## src/hw/rtl/assert_macros.svh

```systemverilog
// assertion helpers shared by the rtl
`ifndef ASSERT_MACROS_SVH
`define ASSERT_MACROS_SVH

// property holds at every edge outside reset
`define OBFP_ASSERT(lbl, clk, rst_n, prop, msg) \
    lbl: assert property (@(posedge clk) disable iff (!rst_n) (prop)) else $error(msg);

// antecedent implies consequent in the same cycle
`define OBFP_ASSERT_IMPL(lbl, clk, rst_n, ante, cons, msg) \
    lbl: assert property (@(posedge clk) disable iff (!rst_n) (ante) |-> (cons)) else $error(msg);

`endif

```

## src/hw/rtl/obfp_pkg.sv

```systemverilog
`timescale 1ns / 1ps
`default_nettype none
package obfp_pkg;

    localparam int MAX_BLOCKS_DEF = 8;
    localparam int QUEUE_DEPTH    = 4;

    localparam logic [15:0] START_WORD_RST  = 16'hAA55;
    localparam logic [15:0] RESYNC_WORD_RST = 16'h55AA;

    localparam logic [2:0] EV_SYNC       = 3'd0;
    localparam logic [2:0] EV_BLOCK_OK   = 3'd1;
    localparam logic [2:0] EV_CHECK_ERR  = 3'd2;
    localparam logic [2:0] EV_NO_DATA    = 3'd3;
    localparam logic [2:0] EV_STREAM_END = 3'd4;
    localparam logic [2:0] EV_NEW_FRAME  = 3'd5;

    localparam logic REG_START  = 1'b0;
    localparam logic REG_RESYNC = 1'b1;

    typedef enum logic [2:0] {
        OP_FIELD,
        OP_SYNC,
        OP_FRAME,
        OP_NO_DATA,
        OP_CHECK_ERR,
        OP_BLOCK,
        OP_END,
        OP_ADVANCE
    } obfp_op_t;

    typedef struct packed {
        obfp_op_t    op;
        logic [1:0]  slot;
        logic [15:0] word;
    } obfp_cmd_t;

endpackage
`default_nettype wire

```

## src/hw/rtl/obfp_in_if.sv

```systemverilog
`timescale 1ns / 1ps
`default_nettype none
interface obfp_in_if;
    logic       valid;
    logic       ready;
    logic [7:0] data_byte;

    modport source (output valid, output data_byte, input ready);
    modport sink (input valid, input data_byte, output ready);
endinterface
`default_nettype wire

```

## src/hw/rtl/obfp_out_if.sv

```systemverilog
`timescale 1ns / 1ps
`default_nettype none
interface obfp_out_if;
    logic        valid;
    logic        ready;
    logic [2:0]  event_res;
    logic [2:0]  block_index;
    logic [3:0]  block_count;
    logic [15:0] signature;
    logic [15:0] x_pos;
    logic [15:0] y_pos;
    logic [15:0] obj_width;
    logic [15:0] obj_height;

    modport source (output valid, output event_res, output block_index, output block_count,
                    output signature, output x_pos, output y_pos, output obj_width,
                    output obj_height, input ready);
    modport sink (input valid, input event_res, input block_index, input block_count,
                  input signature, input x_pos, input y_pos, input obj_width,
                  input obj_height, output ready);
endinterface
`default_nettype wire

```

## src/hw/rtl/obfp_front.sv

```systemverilog
`timescale 1ns / 1ps
`default_nettype none
module obfp_front
    import obfp_pkg::*;
(
    input  wire logic        clk,
    input  wire logic        rst_n,
    obfp_in_if.sink          in_ch,
    input  wire logic [15:0] start_word,
    input  wire logic [15:0] resync_word,
    input  wire logic        q_full,
    output      logic        push,
    output      obfp_cmd_t   push_cmd
);

    typedef enum logic [2:0] {
        PH_HUNT1,
        PH_HUNT2,
        PH_CHECK,
        PH_DATA,
        PH_AFTER
    } phase_t;

    phase_t      phase_reg, phase_next;
    logic        half_reg, half_next;
    logic [7:0]  low_reg, low_next;
    logic        drop_reg, drop_next;
    logic [2:0]  slot_reg, slot_next;
    logic [15:0] acc_reg, acc_next;

    logic        accept;
    logic [15:0] word;
    logic [15:0] diff;
    logic        is_start;
    logic        is_resync;

    assign in_ch.ready = !q_full;
    assign accept      = in_ch.valid && !q_full;
    assign word        = {in_ch.data_byte, low_reg};
    assign diff        = acc_reg - word;
    assign is_start    = (word == start_word);
    assign is_resync   = (word == resync_word);

    always_comb
    begin
        phase_next    = phase_reg;
        half_next     = half_reg;
        low_next      = low_reg;
        drop_next     = drop_reg;
        slot_next     = slot_reg;
        acc_next      = acc_reg;
        push          = 1'b0;
        push_cmd.op   = OP_FIELD;
        push_cmd.slot = slot_reg[1:0];
        push_cmd.word = word;
        if (accept)
        begin
            if (drop_reg)
            begin
                drop_next = 1'b0;
            end
            else if (!half_reg)
            begin
                low_next  = in_ch.data_byte;
                half_next = 1'b1;
            end
            else
            begin
                half_next = 1'b0;
                case (phase_reg)
                    PH_HUNT2:
                    begin
                        if (is_start)
                        begin
                            phase_next  = PH_CHECK;
                            push        = 1'b1;
                            push_cmd.op = OP_SYNC;
                        end
                        else
                        begin
                            phase_next = PH_HUNT1;
                            drop_next  = is_resync;
                        end
                    end
                    PH_CHECK:
                    begin
                        if (is_start)
                        begin
                            push        = 1'b1;
                            push_cmd.op = OP_FRAME;
                        end
                        else if (word == 16'd0)
                        begin
                            push        = 1'b1;
                            push_cmd.op = OP_NO_DATA;
                            phase_next  = PH_HUNT1;
                        end
                        else
                        begin
                            acc_next   = word;
                            slot_next  = 3'd0;
                            phase_next = PH_DATA;
                        end
                    end
                    PH_DATA:
                    begin
                        acc_next = diff;
                        push     = 1'b1;
                        if (slot_reg < 3'd4)
                        begin
                            push_cmd.op = OP_FIELD;
                            slot_next   = slot_reg + 3'd1;
                        end
                        else
                        begin
                            slot_next = 3'd0;
                            if (diff != 16'd0)
                            begin
                                push_cmd.op = OP_CHECK_ERR;
                                phase_next  = PH_HUNT1;
                            end
                            else
                            begin
                                push_cmd.op = OP_BLOCK;
                                phase_next  = PH_AFTER;
                            end
                        end
                    end
                    PH_AFTER:
                    begin
                        push = 1'b1;
                        if (is_start)
                        begin
                            push_cmd.op = OP_ADVANCE;
                            phase_next  = PH_CHECK;
                        end
                        else
                        begin
                            push_cmd.op = OP_END;
                            phase_next  = PH_HUNT1;
                        end
                    end
                    default:
                    begin
                        if (is_start)
                        begin
                            phase_next = PH_HUNT2;
                        end
                        else
                        begin
                            phase_next = PH_HUNT1;
                            drop_next  = is_resync;
                        end
                    end
                endcase
            end
        end
    end

    always_ff @(posedge clk or negedge rst_n)
    begin
        if (!rst_n)
        begin
            phase_reg <= PH_HUNT1;
            half_reg  <= 1'b0;
            low_reg   <= 8'd0;
            drop_reg  <= 1'b0;
            slot_reg  <= 3'd0;
            acc_reg   <= 16'd0;
        end
        else
        begin
            phase_reg <= phase_next;
            half_reg  <= half_next;
            low_reg   <= low_next;
            drop_reg  <= drop_next;
            slot_reg  <= slot_next;
            acc_reg   <= acc_next;
        end
    end

endmodule
`default_nettype wire

```

## src/hw/rtl/obfp_queue.sv

```systemverilog
`timescale 1ns / 1ps
`default_nettype none
module obfp_queue
    import obfp_pkg::*;
(
    input  wire logic      clk,
    input  wire logic      rst_n,
    input  wire logic      push,
    input  wire obfp_cmd_t push_cmd,
    input  wire logic      pop,
    output      obfp_cmd_t head_cmd,
    output      logic      full,
    output      logic      empty
);

    localparam int PW = $clog2(QUEUE_DEPTH);
    localparam int CW = $clog2(QUEUE_DEPTH + 1);

    obfp_cmd_t       mem_reg [QUEUE_DEPTH];
    logic [PW-1:0]   wr_ptr_reg, wr_ptr_next;
    logic [PW-1:0]   rd_ptr_reg, rd_ptr_next;
    logic [CW-1:0]   cnt_reg, cnt_next;

    assign full     = (cnt_reg == CW'(QUEUE_DEPTH));
    assign empty    = (cnt_reg == '0);
    assign head_cmd = mem_reg[rd_ptr_reg];

    always_comb
    begin
        wr_ptr_next = wr_ptr_reg;
        rd_ptr_next = rd_ptr_reg;
        cnt_next    = cnt_reg;
        if (push)
        begin
            wr_ptr_next = (wr_ptr_reg == PW'(QUEUE_DEPTH - 1)) ? '0 : wr_ptr_reg + PW'(1);
        end
        if (pop)
        begin
            rd_ptr_next = (rd_ptr_reg == PW'(QUEUE_DEPTH - 1)) ? '0 : rd_ptr_reg + PW'(1);
        end
        if (push && !pop)
        begin
            cnt_next = cnt_reg + CW'(1);
        end
        else if (pop && !push)
        begin
            cnt_next = cnt_reg - CW'(1);
        end
    end

    always_ff @(posedge clk)
    begin
        if (push)
        begin
            mem_reg[wr_ptr_reg] <= push_cmd;
        end
    end

    always_ff @(posedge clk or negedge rst_n)
    begin
        if (!rst_n)
        begin
            wr_ptr_reg <= '0;
            rd_ptr_reg <= '0;
            cnt_reg    <= '0;
        end
        else
        begin
            wr_ptr_reg <= wr_ptr_next;
            rd_ptr_reg <= rd_ptr_next;
            cnt_reg    <= cnt_next;
        end
    end

endmodule
`default_nettype wire

```

## src/hw/rtl/obfp_back.sv

```systemverilog
`timescale 1ns / 1ps
`default_nettype none
module obfp_back
    import obfp_pkg::*;
#(
    parameter int MAX_BLOCKS = MAX_BLOCKS_DEF
)
(
    input  wire logic      clk,
    input  wire logic      rst_n,
    input  wire obfp_cmd_t head_cmd,
    input  wire logic      empty,
    output      logic      pop,
    obfp_out_if.source     out_ch
);

    localparam int IW = (MAX_BLOCKS > 1) ? $clog2(MAX_BLOCKS) : 1;
    localparam int CW = $clog2(MAX_BLOCKS + 1);

    logic [IW-1:0] index_reg, index_next;
    logic [CW-1:0] count_reg, count_next;
    logic [15:0]   field_reg [4];

    logic          valid_reg, valid_next;
    logic [2:0]    event_reg, event_next;
    logic [IW-1:0] oidx_reg, oidx_next;
    logic [CW-1:0] ocnt_reg, ocnt_next;
    logic          blk_reg, blk_next;
    logic [15:0]   sig_reg, x_reg, y_reg, w_reg, h_reg;

    logic          emits;
    logic          out_free;
    logic [CW-1:0] inc_count;
    logic [31:0]   oidx_ext;
    logic [31:0]   ocnt_ext;

    assign emits     = !(head_cmd.op == OP_FIELD || head_cmd.op == OP_ADVANCE);
    assign out_free  = !valid_reg || out_ch.ready;
    assign pop       = !empty && (out_free || !emits);
    assign inc_count = CW'({1'b0, index_reg}) + CW'(1);
    assign oidx_ext  = 32'(oidx_reg);
    assign ocnt_ext  = 32'(ocnt_reg);

    always_comb
    begin
        index_next = index_reg;
        count_next = count_reg;
        valid_next = valid_reg && !out_ch.ready;
        event_next = event_reg;
        oidx_next  = oidx_reg;
        ocnt_next  = ocnt_reg;
        blk_next   = blk_reg;
        if (pop)
        begin
            if (emits)
            begin
                valid_next = 1'b1;
                blk_next   = 1'b0;
                oidx_next  = index_reg;
                ocnt_next  = count_reg;
                index_next = '0;
                count_next = '0;
            end
            case (head_cmd.op)
                OP_SYNC:
                begin
                    event_next = EV_SYNC;
                    oidx_next  = '0;
                    ocnt_next  = '0;
                end
                OP_FRAME:
                begin
                    event_next = EV_NEW_FRAME;
                end
                OP_NO_DATA:
                begin
                    event_next = EV_NO_DATA;
                end
                OP_CHECK_ERR:
                begin
                    event_next = EV_CHECK_ERR;
                    ocnt_next  = '0;
                end
                OP_BLOCK:
                begin
                    event_next = EV_BLOCK_OK;
                    blk_next   = 1'b1;
                    ocnt_next  = inc_count;
                    index_next = index_reg;
                    count_next = inc_count;
                end
                OP_END:
                begin
                    event_next = EV_STREAM_END;
                end
                OP_ADVANCE:
                begin
                    index_next = (index_reg == IW'(MAX_BLOCKS - 1)) ? '0 : index_reg + IW'(1);
                end
                default:
                begin
                end
            endcase
        end
    end

    always_ff @(posedge clk)
    begin
        if (pop && head_cmd.op == OP_FIELD)
        begin
            field_reg[head_cmd.slot] <= head_cmd.word;
        end
        if (pop && head_cmd.op == OP_BLOCK)
        begin
            sig_reg <= field_reg[0];
            x_reg   <= field_reg[1];
            y_reg   <= field_reg[2];
            w_reg   <= field_reg[3];
            h_reg   <= head_cmd.word;
        end
    end

    always_ff @(posedge clk or negedge rst_n)
    begin
        if (!rst_n)
        begin
            index_reg <= '0;
            count_reg <= '0;
            valid_reg <= 1'b0;
            event_reg <= EV_SYNC;
            oidx_reg  <= '0;
            ocnt_reg  <= '0;
            blk_reg   <= 1'b0;
        end
        else
        begin
            index_reg <= index_next;
            count_reg <= count_next;
            valid_reg <= valid_next;
            event_reg <= event_next;
            oidx_reg  <= oidx_next;
            ocnt_reg  <= ocnt_next;
            blk_reg   <= blk_next;
        end
    end

    assign out_ch.valid       = valid_reg;
    assign out_ch.event_res   = event_reg;
    assign out_ch.block_index = oidx_ext[2:0];
    assign out_ch.block_count = ocnt_ext[3:0];
    assign out_ch.signature   = blk_reg ? sig_reg : 16'd0;
    assign out_ch.x_pos       = blk_reg ? x_reg : 16'd0;
    assign out_ch.y_pos       = blk_reg ? y_reg : 16'd0;
    assign out_ch.obj_width   = blk_reg ? w_reg : 16'd0;
    assign out_ch.obj_height  = blk_reg ? h_reg : 16'd0;

endmodule
`default_nettype wire

```

## src/hw/rtl/object_block_frame_parser.sv

```systemverilog
// channel   dir  payload                                          handshake
// in_ch     in   data_byte[7:0]                                   valid/ready
// out_ch    out  event_res, block_index, block_count, 5 x 16 bit  valid/ready
// apb       in   start_word @0x0, resync_word @0x4                psel/penable, pready=1
//
// one byte per cycle unless the queue is full; results pass the queue and the output register
// byte pairing, hunting and checksum run in the front stage, counters and fields in the back
// a four-entry command queue between them absorbs output stalls; in_ch.ready drops when full
// rst_n clears all control state and sets both sync words to their defaults
`timescale 1ns / 1ps
`default_nettype none
`include "assert_macros.svh"
module object_block_frame_parser
    import obfp_pkg::*;
#(
    parameter int MAX_BLOCKS = MAX_BLOCKS_DEF
)
(
    input  wire logic        clk,
    input  wire logic        rst_n,
    obfp_in_if.sink          in_ch,
    obfp_out_if.source       out_ch,
    input  wire logic        psel,
    input  wire logic        penable,
    input  wire logic        pwrite,
    input  wire logic [2:0]  paddr,
    input  wire logic [31:0] pwdata,
    output      logic [31:0] prdata,
    output      logic        pready
);

    logic [15:0] start_reg;
    logic [15:0] resync_reg;
    logic        cfg_wr;

    logic        push;
    obfp_cmd_t   push_cmd;
    obfp_cmd_t   head_cmd;
    logic        pop;
    logic        q_full;
    logic        q_empty;

    assign pready = 1'b1;
    assign cfg_wr = psel && penable && pwrite;
    assign prdata = (paddr[2] == REG_RESYNC) ? {16'd0, resync_reg} : {16'd0, start_reg};

    always_ff @(posedge clk or negedge rst_n)
    begin
        if (!rst_n)
        begin
            start_reg  <= START_WORD_RST;
            resync_reg <= RESYNC_WORD_RST;
        end
        else if (cfg_wr)
        begin
            if (paddr[2] == REG_START)
            begin
                start_reg <= pwdata[15:0];
            end
            else
            begin
                resync_reg <= pwdata[15:0];
            end
        end
    end

    obfp_front u_front (
        .clk         (clk),
        .rst_n       (rst_n),
        .in_ch       (in_ch),
        .start_word  (start_reg),
        .resync_word (resync_reg),
        .q_full      (q_full),
        .push        (push),
        .push_cmd    (push_cmd)
    );

    obfp_queue u_queue (
        .clk      (clk),
        .rst_n    (rst_n),
        .push     (push),
        .push_cmd (push_cmd),
        .pop      (pop),
        .head_cmd (head_cmd),
        .full     (q_full),
        .empty    (q_empty)
    );

    obfp_back #(
        .MAX_BLOCKS (MAX_BLOCKS)
    ) u_back (
        .clk      (clk),
        .rst_n    (rst_n),
        .head_cmd (head_cmd),
        .empty    (q_empty),
        .pop      (pop),
        .out_ch   (out_ch)
    );

    `OBFP_ASSERT_IMPL(a_no_push_full, clk, rst_n, push, !q_full, "command pushed into full queue")
    `OBFP_ASSERT_IMPL(a_no_pop_empty, clk, rst_n, pop, !q_empty, "command popped from empty queue")
    `OBFP_ASSERT_IMPL(a_fields_zero, clk, rst_n, out_ch.valid && out_ch.event_res != EV_BLOCK_OK, out_ch.signature == 16'd0 && out_ch.obj_height == 16'd0, "block words leak into non-block result")
    `OBFP_ASSERT(a_event_range, clk, rst_n, !out_ch.valid || out_ch.event_res <= EV_NEW_FRAME, "event code out of range")

endmodule
`default_nettype wire
```

## src/flat_wrapper.sv

```systemverilog
// flat-port wrapper written by rule: the top's interface ports become plain ports
module object_block_frame_parser_flat import obfp_pkg::*;
#(
    parameter int MAX_BLOCKS = MAX_BLOCKS_DEF
)
  (clk, rst_n, psel, penable, pwrite, paddr, pwdata, prdata, pready, in_ch_valid, in_ch_data_byte, in_ch_ready, out_ch_valid, out_ch_event_res, out_ch_block_index, out_ch_block_count, out_ch_signature, out_ch_x_pos, out_ch_y_pos, out_ch_obj_width, out_ch_obj_height, out_ch_ready);
  obfp_in_if in_ch_i ();
  obfp_out_if out_ch_i ();
  input  wire logic clk;
  input  wire logic rst_n;
  input  wire logic psel;
  input  wire logic penable;
  input  wire logic pwrite;
  input  wire logic [2:0] paddr;
  input  wire logic [31:0] pwdata;
  output      logic [31:0] prdata;
  output      logic pready;
  input wire logic [$bits(in_ch_i.valid)-1:0] in_ch_valid;
  input wire logic [$bits(in_ch_i.data_byte)-1:0] in_ch_data_byte;
  output wire logic [$bits(in_ch_i.ready)-1:0] in_ch_ready;
  output wire logic [$bits(out_ch_i.valid)-1:0] out_ch_valid;
  output wire logic [$bits(out_ch_i.event_res)-1:0] out_ch_event_res;
  output wire logic [$bits(out_ch_i.block_index)-1:0] out_ch_block_index;
  output wire logic [$bits(out_ch_i.block_count)-1:0] out_ch_block_count;
  output wire logic [$bits(out_ch_i.signature)-1:0] out_ch_signature;
  output wire logic [$bits(out_ch_i.x_pos)-1:0] out_ch_x_pos;
  output wire logic [$bits(out_ch_i.y_pos)-1:0] out_ch_y_pos;
  output wire logic [$bits(out_ch_i.obj_width)-1:0] out_ch_obj_width;
  output wire logic [$bits(out_ch_i.obj_height)-1:0] out_ch_obj_height;
  input wire logic [$bits(out_ch_i.ready)-1:0] out_ch_ready;
  assign in_ch_i.valid = in_ch_valid;
  assign in_ch_i.data_byte = in_ch_data_byte;
  assign in_ch_ready = in_ch_i.ready;
  assign out_ch_valid = out_ch_i.valid;
  assign out_ch_event_res = out_ch_i.event_res;
  assign out_ch_block_index = out_ch_i.block_index;
  assign out_ch_block_count = out_ch_i.block_count;
  assign out_ch_signature = out_ch_i.signature;
  assign out_ch_x_pos = out_ch_i.x_pos;
  assign out_ch_y_pos = out_ch_i.y_pos;
  assign out_ch_obj_width = out_ch_i.obj_width;
  assign out_ch_obj_height = out_ch_i.obj_height;
  assign out_ch_i.ready = out_ch_ready;
  object_block_frame_parser #(.MAX_BLOCKS(MAX_BLOCKS)) u_core (.clk(clk), .rst_n(rst_n), .in_ch(in_ch_i), .out_ch(out_ch_i), .psel(psel), .penable(penable), .pwrite(pwrite), .paddr(paddr), .pwdata(pwdata), .prdata(prdata), .pready(pready));
endmodule
```

## config.mk

```make
export PLATFORM = sky130hd
export DESIGN_NAME = object_block_frame_parser_flat
export DESIGN_NICKNAME = d
export VERILOG_FILES = /design/src/hw/rtl/obfp_pkg.sv /design/src/hw/rtl/obfp_in_if.sv /design/src/hw/rtl/obfp_out_if.sv /design/src/hw/rtl/obfp_front.sv /design/src/hw/rtl/obfp_queue.sv /design/src/hw/rtl/obfp_back.sv /design/src/hw/rtl/object_block_frame_parser.sv /design/src/flat_wrapper.sv
export VERILOG_INCLUDE_DIRS = /design/src /design/src/hw/rtl
export SDC_FILE = /design/constraint.sdc
export NUM_CORES = 1
export LEC_CHECK = 0
export ABC_CLOCK_PERIOD_IN_PS = 24400
export BUFFER_PORTS_ARGS = -buffer_cell sky130_fd_sc_hd__buf_2
export CAP_MARGIN = 20
export CORE_ASPECT_RATIO = 1.2
export CORE_UTILIZATION = 63
export CTS_CLUSTER_DIAMETER = 60
export DETAILED_ROUTE_END_ITERATION = 10
export GPL_ROUTABILITY_DRIVEN = 0
export PLACE_DENSITY = 0.9
export SETUP_SLACK_MARGIN = 0.3
export SLEW_MARGIN = 40
export SYNTH_ARGS = -nofsm -noshare
export SYNTH_HDL_FRONTEND = slang
export SYNTH_HIERARCHICAL = 1
export SYNTH_SLANG_ARGS = --single-unit
```

## constraint.sdc

```tcl
create_clock -name clk -period 24.4 [get_ports clk]
set_clock_uncertainty 0.2 [all_clocks]
set_input_delay 2.44 -clock clk [delete_from_list [all_inputs] [get_ports clk]]
set_output_delay 2.44 -clock clk [all_outputs]
set_load 0.01 [all_outputs]
```

Word level (Yosys, flattened, before mapping)

Memories as Yosys holds them, arrays and structs flattened. A register that Yosys moved wholly into a read port is not among the register bits.
Cells that the tools add are included.

Memories kept: 2
Bits of input ports: 50
Word-level logic and storage cells: 161
Bits in writable memories: 148
Register bits: 106
Output and inout port bits: 125

Bitwise logic cells: 4
$add $sub $neg: 8
Reductions and logical operators: 40
Mux-type cells: 63
$lt $le $gt $ge: 1
Eq/ne operators: 24

Memory list:

| name                    | words | width | read ports | clocked after Yosys merged registers in | wr ports | line             | text |
|---|---|---|---|---|---|---|---|
| u_core.u_queue.mem_reg  | 4     | 21    | 1          | 0                                       | 1        | obfp_queue.sv:19 | `obfp_cmd_t mem_reg [QUEUE_DEPTH];` |
| u_core.u_back.field_reg | 4     | 16    | 4          | 4                                       | 1        | obfp_back.sv:22  | `logic [15:0] field_reg [4];` |

Operator list:

| operator                                       | count |
|---|---|
| two-way mux 16 bit                             | 8 |
| two-way mux 3 bit                              | 16 |
| == test 16 bit                                 | 2 |
| case mux 16 bit (2 select lines)               | 1 |
| two-way mux 1 bit                              | 22 |
| == test 3 bit (second input constant)          | 7 |
| case mux 3 bit (6 select lines)                | 1 |
| logical NOT 16 bit                             | 1 |
| nonzero test 16 bit                            | 1 |
| subtractor 16 bit                              | 1 |
| AND reduction 2 bit                            | 7 |
| == test 3 x 2 -> 1 bit (second input constant) | 4 |
| two-way mux 2 bit                              | 6 |
| two-way mux 4 bit                              | 3 |
| case mux 3 bit (2 select lines)                | 2 |
| case mux 3 bit (4 select lines)                | 1 |
| adder 3 x 1 -> 3 bit (second input constant)   | 3 |
| logical AND 1 bit                              | 9 |
| case mux 3 bit (3 select lines)                | 1 |
| != test 2 bit (second input constant)          | 4 |
| case mux 4 bit (2 select lines)                | 1 |
| == test 3 x 1 -> 1 bit (second input constant) | 2 |
| logical NOT 1 bit                              | 6 |
| logical NOT 3 bit                              | 2 |
| other kinds (17)                               | 29 |

Longest topological paths before layout

Depth after elaboration: 11
Gate-level depth with buffers: 16
Depth with buffers taken out: 15

Cells and area by module

Netlist, hierarchy kept.

By module, submodules not included:

| module                    | cells each | area an instance (um^2) | times used | sequential area each (um^2) |
|---|---|---|---|---|
| obfp_back                 | 346        | 5933.2                  | 1          | 4799.6 |
| obfp_queue                | 147        | 3479.6                  | 1          | 2697.6 |
| obfp_front                | 365        | 2932.8                  | 1          | 800.8 |
| object_block_frame_parser | 105        | 1617.8                  | 1          | 820.8 |

Worst setup path before layout

OpenSTA, ideal clock, no wires.

Path type: input to register
From: input out_ch_ready
To: register u_core.u_back.h_reg[0] (enable)
Setup slack: 15350 ps
Stages on the path: 3
Buffers on the path: 0
Library setup time: 619 ps
Data arrival time: 8232 ps
Data required time: 23581 ps
Path through: nand2b_1 > nand2_1 > nor3_1

Cells in the longest elaborated chain, start to end: 4

RTL lines:

| element              | line               | text |
|---|---|---|
| start, declared      | flat_wrapper.sv:30 | `input wire logic [$bits(out_ch_i.ready)-1:0] out_ch_ready;` |
| logical OR 1 bit     | obfp_back.sv:38    | `assign out_free = !valid_reg \|\| out_ch.ready;` |
| logical OR 1 bit     | obfp_back.sv:39    | `assign pop = !empty && (out_free \|\| !emits);` |
| logical AND 1 bit    | obfp_back.sv:39    |  |
| logical AND 1 bit    | obfp_back.sv:113   | `if (pop && head_cmd.op == OP_BLOCK)` |
| end signal, assigned | obfp_back.sv:119   | `h_reg <= head_cmd.word;` |
| end, declared        | obfp_back.sv:29    | `logic [15:0] sig_reg, x_reg, y_reg, w_reg, h_reg;` |

No other way between the ends.
A chain may end at the register's enable or synchronous reset.

Final worst setup path

From: input paddr[2]
To: output prdata[2]

Cells in the longest elaborated chain, start to end: 1

RTL lines:

| element            | line                            | text |
|---|---|---|
| start, declared    | flat_wrapper.sv:14              | `input wire logic [2:0] paddr;` |
| two-way mux 16 bit | object_block_frame_parser.sv:45 | `assign prdata = (paddr[2] == REG_RESYNC) ? {16'd0, resync_reg} : {16'd0, start_reg};` |
| end, declared      | flat_wrapper.sv:16              | `output logic [31:0] prdata;` |

No other way between the ends.

==> results.cfg <==
[clock_network]
clock_tree.htree_level_count = 1
cts_tree = done
cts_setup_buffers = 0
cts_max_path_buffers = 3
cts-hold-fix-buffers = 0
clock_tree.root_cell = clkbuf_16
tritoncts_num_sinks = 318
cts_repair_resize_count = 0
clkLatencyLatePin_ps = 540
cts-buffers-inserted = 29
clkSlewWorstSetupHoldPaths_ps = 70

[critical_path]
worst-path-buf-inv = 2
critical-path-top-cell-by-count = buf_2
setup.worst_path.start_class = primary input
crit_path_cell_trace = buf_2 -> mux2_2 -> buf_2
type_of_the_worst_setup_path = in2out
worstPathMaxFanout = 18
critical_path.reg2reg.startpoint = u_core/u_front/low_reg[4]$_DFFE_PN0P_
cp_num_cells = 3
path_delay_family = buffers and inverters
worst-r2r-setup-slack_ps = 20260
critical_path_arrival_ps = 3380
ff2ff_path_depth = 15
crit_path_top_delay_cell = mux2_2
biggest_cell_delay_along_the_critical_path_ps = 410
endpoint_class_of_the_critical_path = output port
reg2reg_to = u_core/u_queue/cnt_reg[2]$_DFFE_PN0P_
worstPathRequired_ps = 21760

[timing]
finalWorstSetupSlack_ps = 18380
setup_viol_count_final = 0
max-slew-margin-rel_pct = 49.7
tightestPinTransition_ps = 748
max_slew_violation_total_from_the_final_report = 0
achievable-frequency_mhz = 166
setup_repair_after_global_routing_missed_its_margin = no
period_share_pct = 24.7
layout_min_cycle_time_ps = 6020
fin_tns_setup_ps = 0
hold_violations_final = 0

[run_status]
status = finished clean

[synthesis]
synthesis.instances = 963
synthArstFlopShare_pct = 28.3
netlist.area_leader.share_pct = 49.0
netlist_top_cells_area = edfxtp_1 49%, dfrtp_1 13%, and2_1 3.9%
synthesis.area_um2 = 14000
yosysUniqueCellTypes = 75
synth_warnings = 6
synth_enable_flop_cells = 228
syn_avg_cell_area_um2 = 14.5
synth_sequential_area_ratio_pct = 65.3
synth_area_leader_cell = edfxtp_1
yosys_most_used_dff = edfxtp_1
synth-seq-cells = 318

[floorplan]
die-height_um = 165
ioPinCount = 175
floorplan.core_area_um2 = 21700
row_count = 59
die-area_um2 = 22800
start_util_pct = 64.3
fp.dieW_um = 138

[worst_hold_path]
hold_path_startpoint = u_core/u_back/field_reg[0][7]$_DFFE_PP_
whs_path_depth = 0
whs_endpoint = u_core/u_back/sig_reg[7]$_DFFE_PP_
min-delay-path-class = reg2reg

[placed_design]
buffer_ports.inserted = 139
pre_cts_slack_ps = 18280
estimated_wirelength_of_the_detail_placed_design_um = 17800
dpl_cell_area_um2 = 14700

[global_route]
overflow = 0
grt_usage_pct = 25.2
grt_pass1_wl_um = 43000
grt_start_max_net_pins = 82
via_count_of_the_first_global_routing_pass = 7945
antenna_found_initial = 2

[power]
worst_ir_drop_vdd_uv = 87.2
power.static_leakage_nw = 6.17
powerDensity_nw_per_um2 = 119
totalPowerFinal_w = 0.00186

[drt]
detailroute.wirelength.met2_um = 14700
overall_routed_net_length_um = 28000
avgViaCountPerCell = 5.83
detailedRoute.firstPassIterationCount = 5
dr_wl_met3_um = 1470
drcViolationCount = 0
detail_route.wl_per_cell_um = 20.3
highest-signal-layer = met4
wl_met1_um = 10900
dr_total_vias = 8069
antenna_violating_nets_left = 0
first_iter_violations = 631

[finish]
final_design_area_no_fill_um2 = 15600
max_ffs_per_register = 84
nets = 1161
layout-area-overhead-vs-synth_pct = 11.7
fraction_of_layout_cells_with_a_size_suffix_above_1_pct = 27.9

[job]
number_of_max_capacitance_violations_reported = 0
## worst max path at each step
stage,endpoint,slack (ps),from
final,prdata[2],18380,paddr[2]
after global routing,prdata[2],18340,paddr[2]
after CTS,prdata[2],18380,paddr[2]
after detailed placement,u_core/u_queue/cnt_reg[2]$_DFFE_PN0P_,18280,in_ch_data_byte[6]
after global placement,u_core/u_queue/mem_reg[3][10]$_DFFE_PP_,18140,in_ch_data_byte[6]
after floorplan,u_core/u_back/h_reg[0]$_DFFE_PP_,15350,out_ch_ready
## layout make-up
type	count	area (µm²)
Antenna cell	2	5.00
Clock buffer	39	793
Clock inverter	14	98.8
Fill cell	1306	6100
Inverter	35	131
Multi-Input combinational cell	555	4350
Sequential cell	318	9120
Tap cell	274	343
Timing Repair Buffer	146	758
## stage by stage
step	hold WS [ps]	cells	utilization [%]
global route	216	1383	71.9
CTS	212	1381	71.8
floorplan	200	978	-
global placement	200	1328	67.6
finish	209	1383	71.9
detailed placement	205	1328	67.7
## kinds of logic after synthesis
logic type | after synthesis | synth area share, %
flops | 318 | 65.3
simple gates | 250 | 9.90
compound gates | 132 | 6.39
buf+inv | 105 | 4.21
mux | 84 | 8.82
xor+xnor | 46 | 2.89
fa+ha+maj | 26 | 2.44
other cells | 2 | 0.0538
## power by group
part,total [W],internal [W],switching (W)
logic,0.000614,0.000247,0.000367
registers,0.000821,0.000731,0.0000905
clock network,0.000426,0.000238,0.000188
total,0.00186,0.00122,0.000646
## per-layer routing
layer / vias to the layer above / track usage [%]
li1: 3735 / -
met1: 3947 / 30.6
met2: 318 / 45.1
met3: 69 / 3.75
met4: 0 / 9.44
met5: - / 0
## cells in the final DEF, fill, tap and decap left out, types with 10 or more instances in the layout
cell type  netlist  final
edfxtp_1       228    228
buf_2            6    138
and2_1          88     84
dfrtp_1         74     73
nor2_1          53     52
mux2_2          45     45
a21oi_1         39     39
xor2_1          37     37
inv_1           35     35
o21ai_0         33     33
nand2_1         32     31
clkbuf_16        0     29
ha_1            24     24
mux4_2          18     18
conb_1           2     17
dfstp_2         16     16
nor3_1          15     13
nor4_1          13     13
mux2_4          12     12
nand3_1         10     10
## synth_stat cells, drive strengths merged (6+ instances only)
cell type	number
nand4	8
a21oi	40
mux2	57
nor3	16
clkbuf	27
nand2	32
nand2b	6
ha	24
nor2	53
nand3	10
and2	89
buf	43
xor2	37
mux2i	6
edfxtp	228
dfstp	16
xnor2	9
inv	35
o21ai	39
nor4	14
dfrtp	74
mux4	21
a32oi	8
Power figures use the tool's default switching activity.
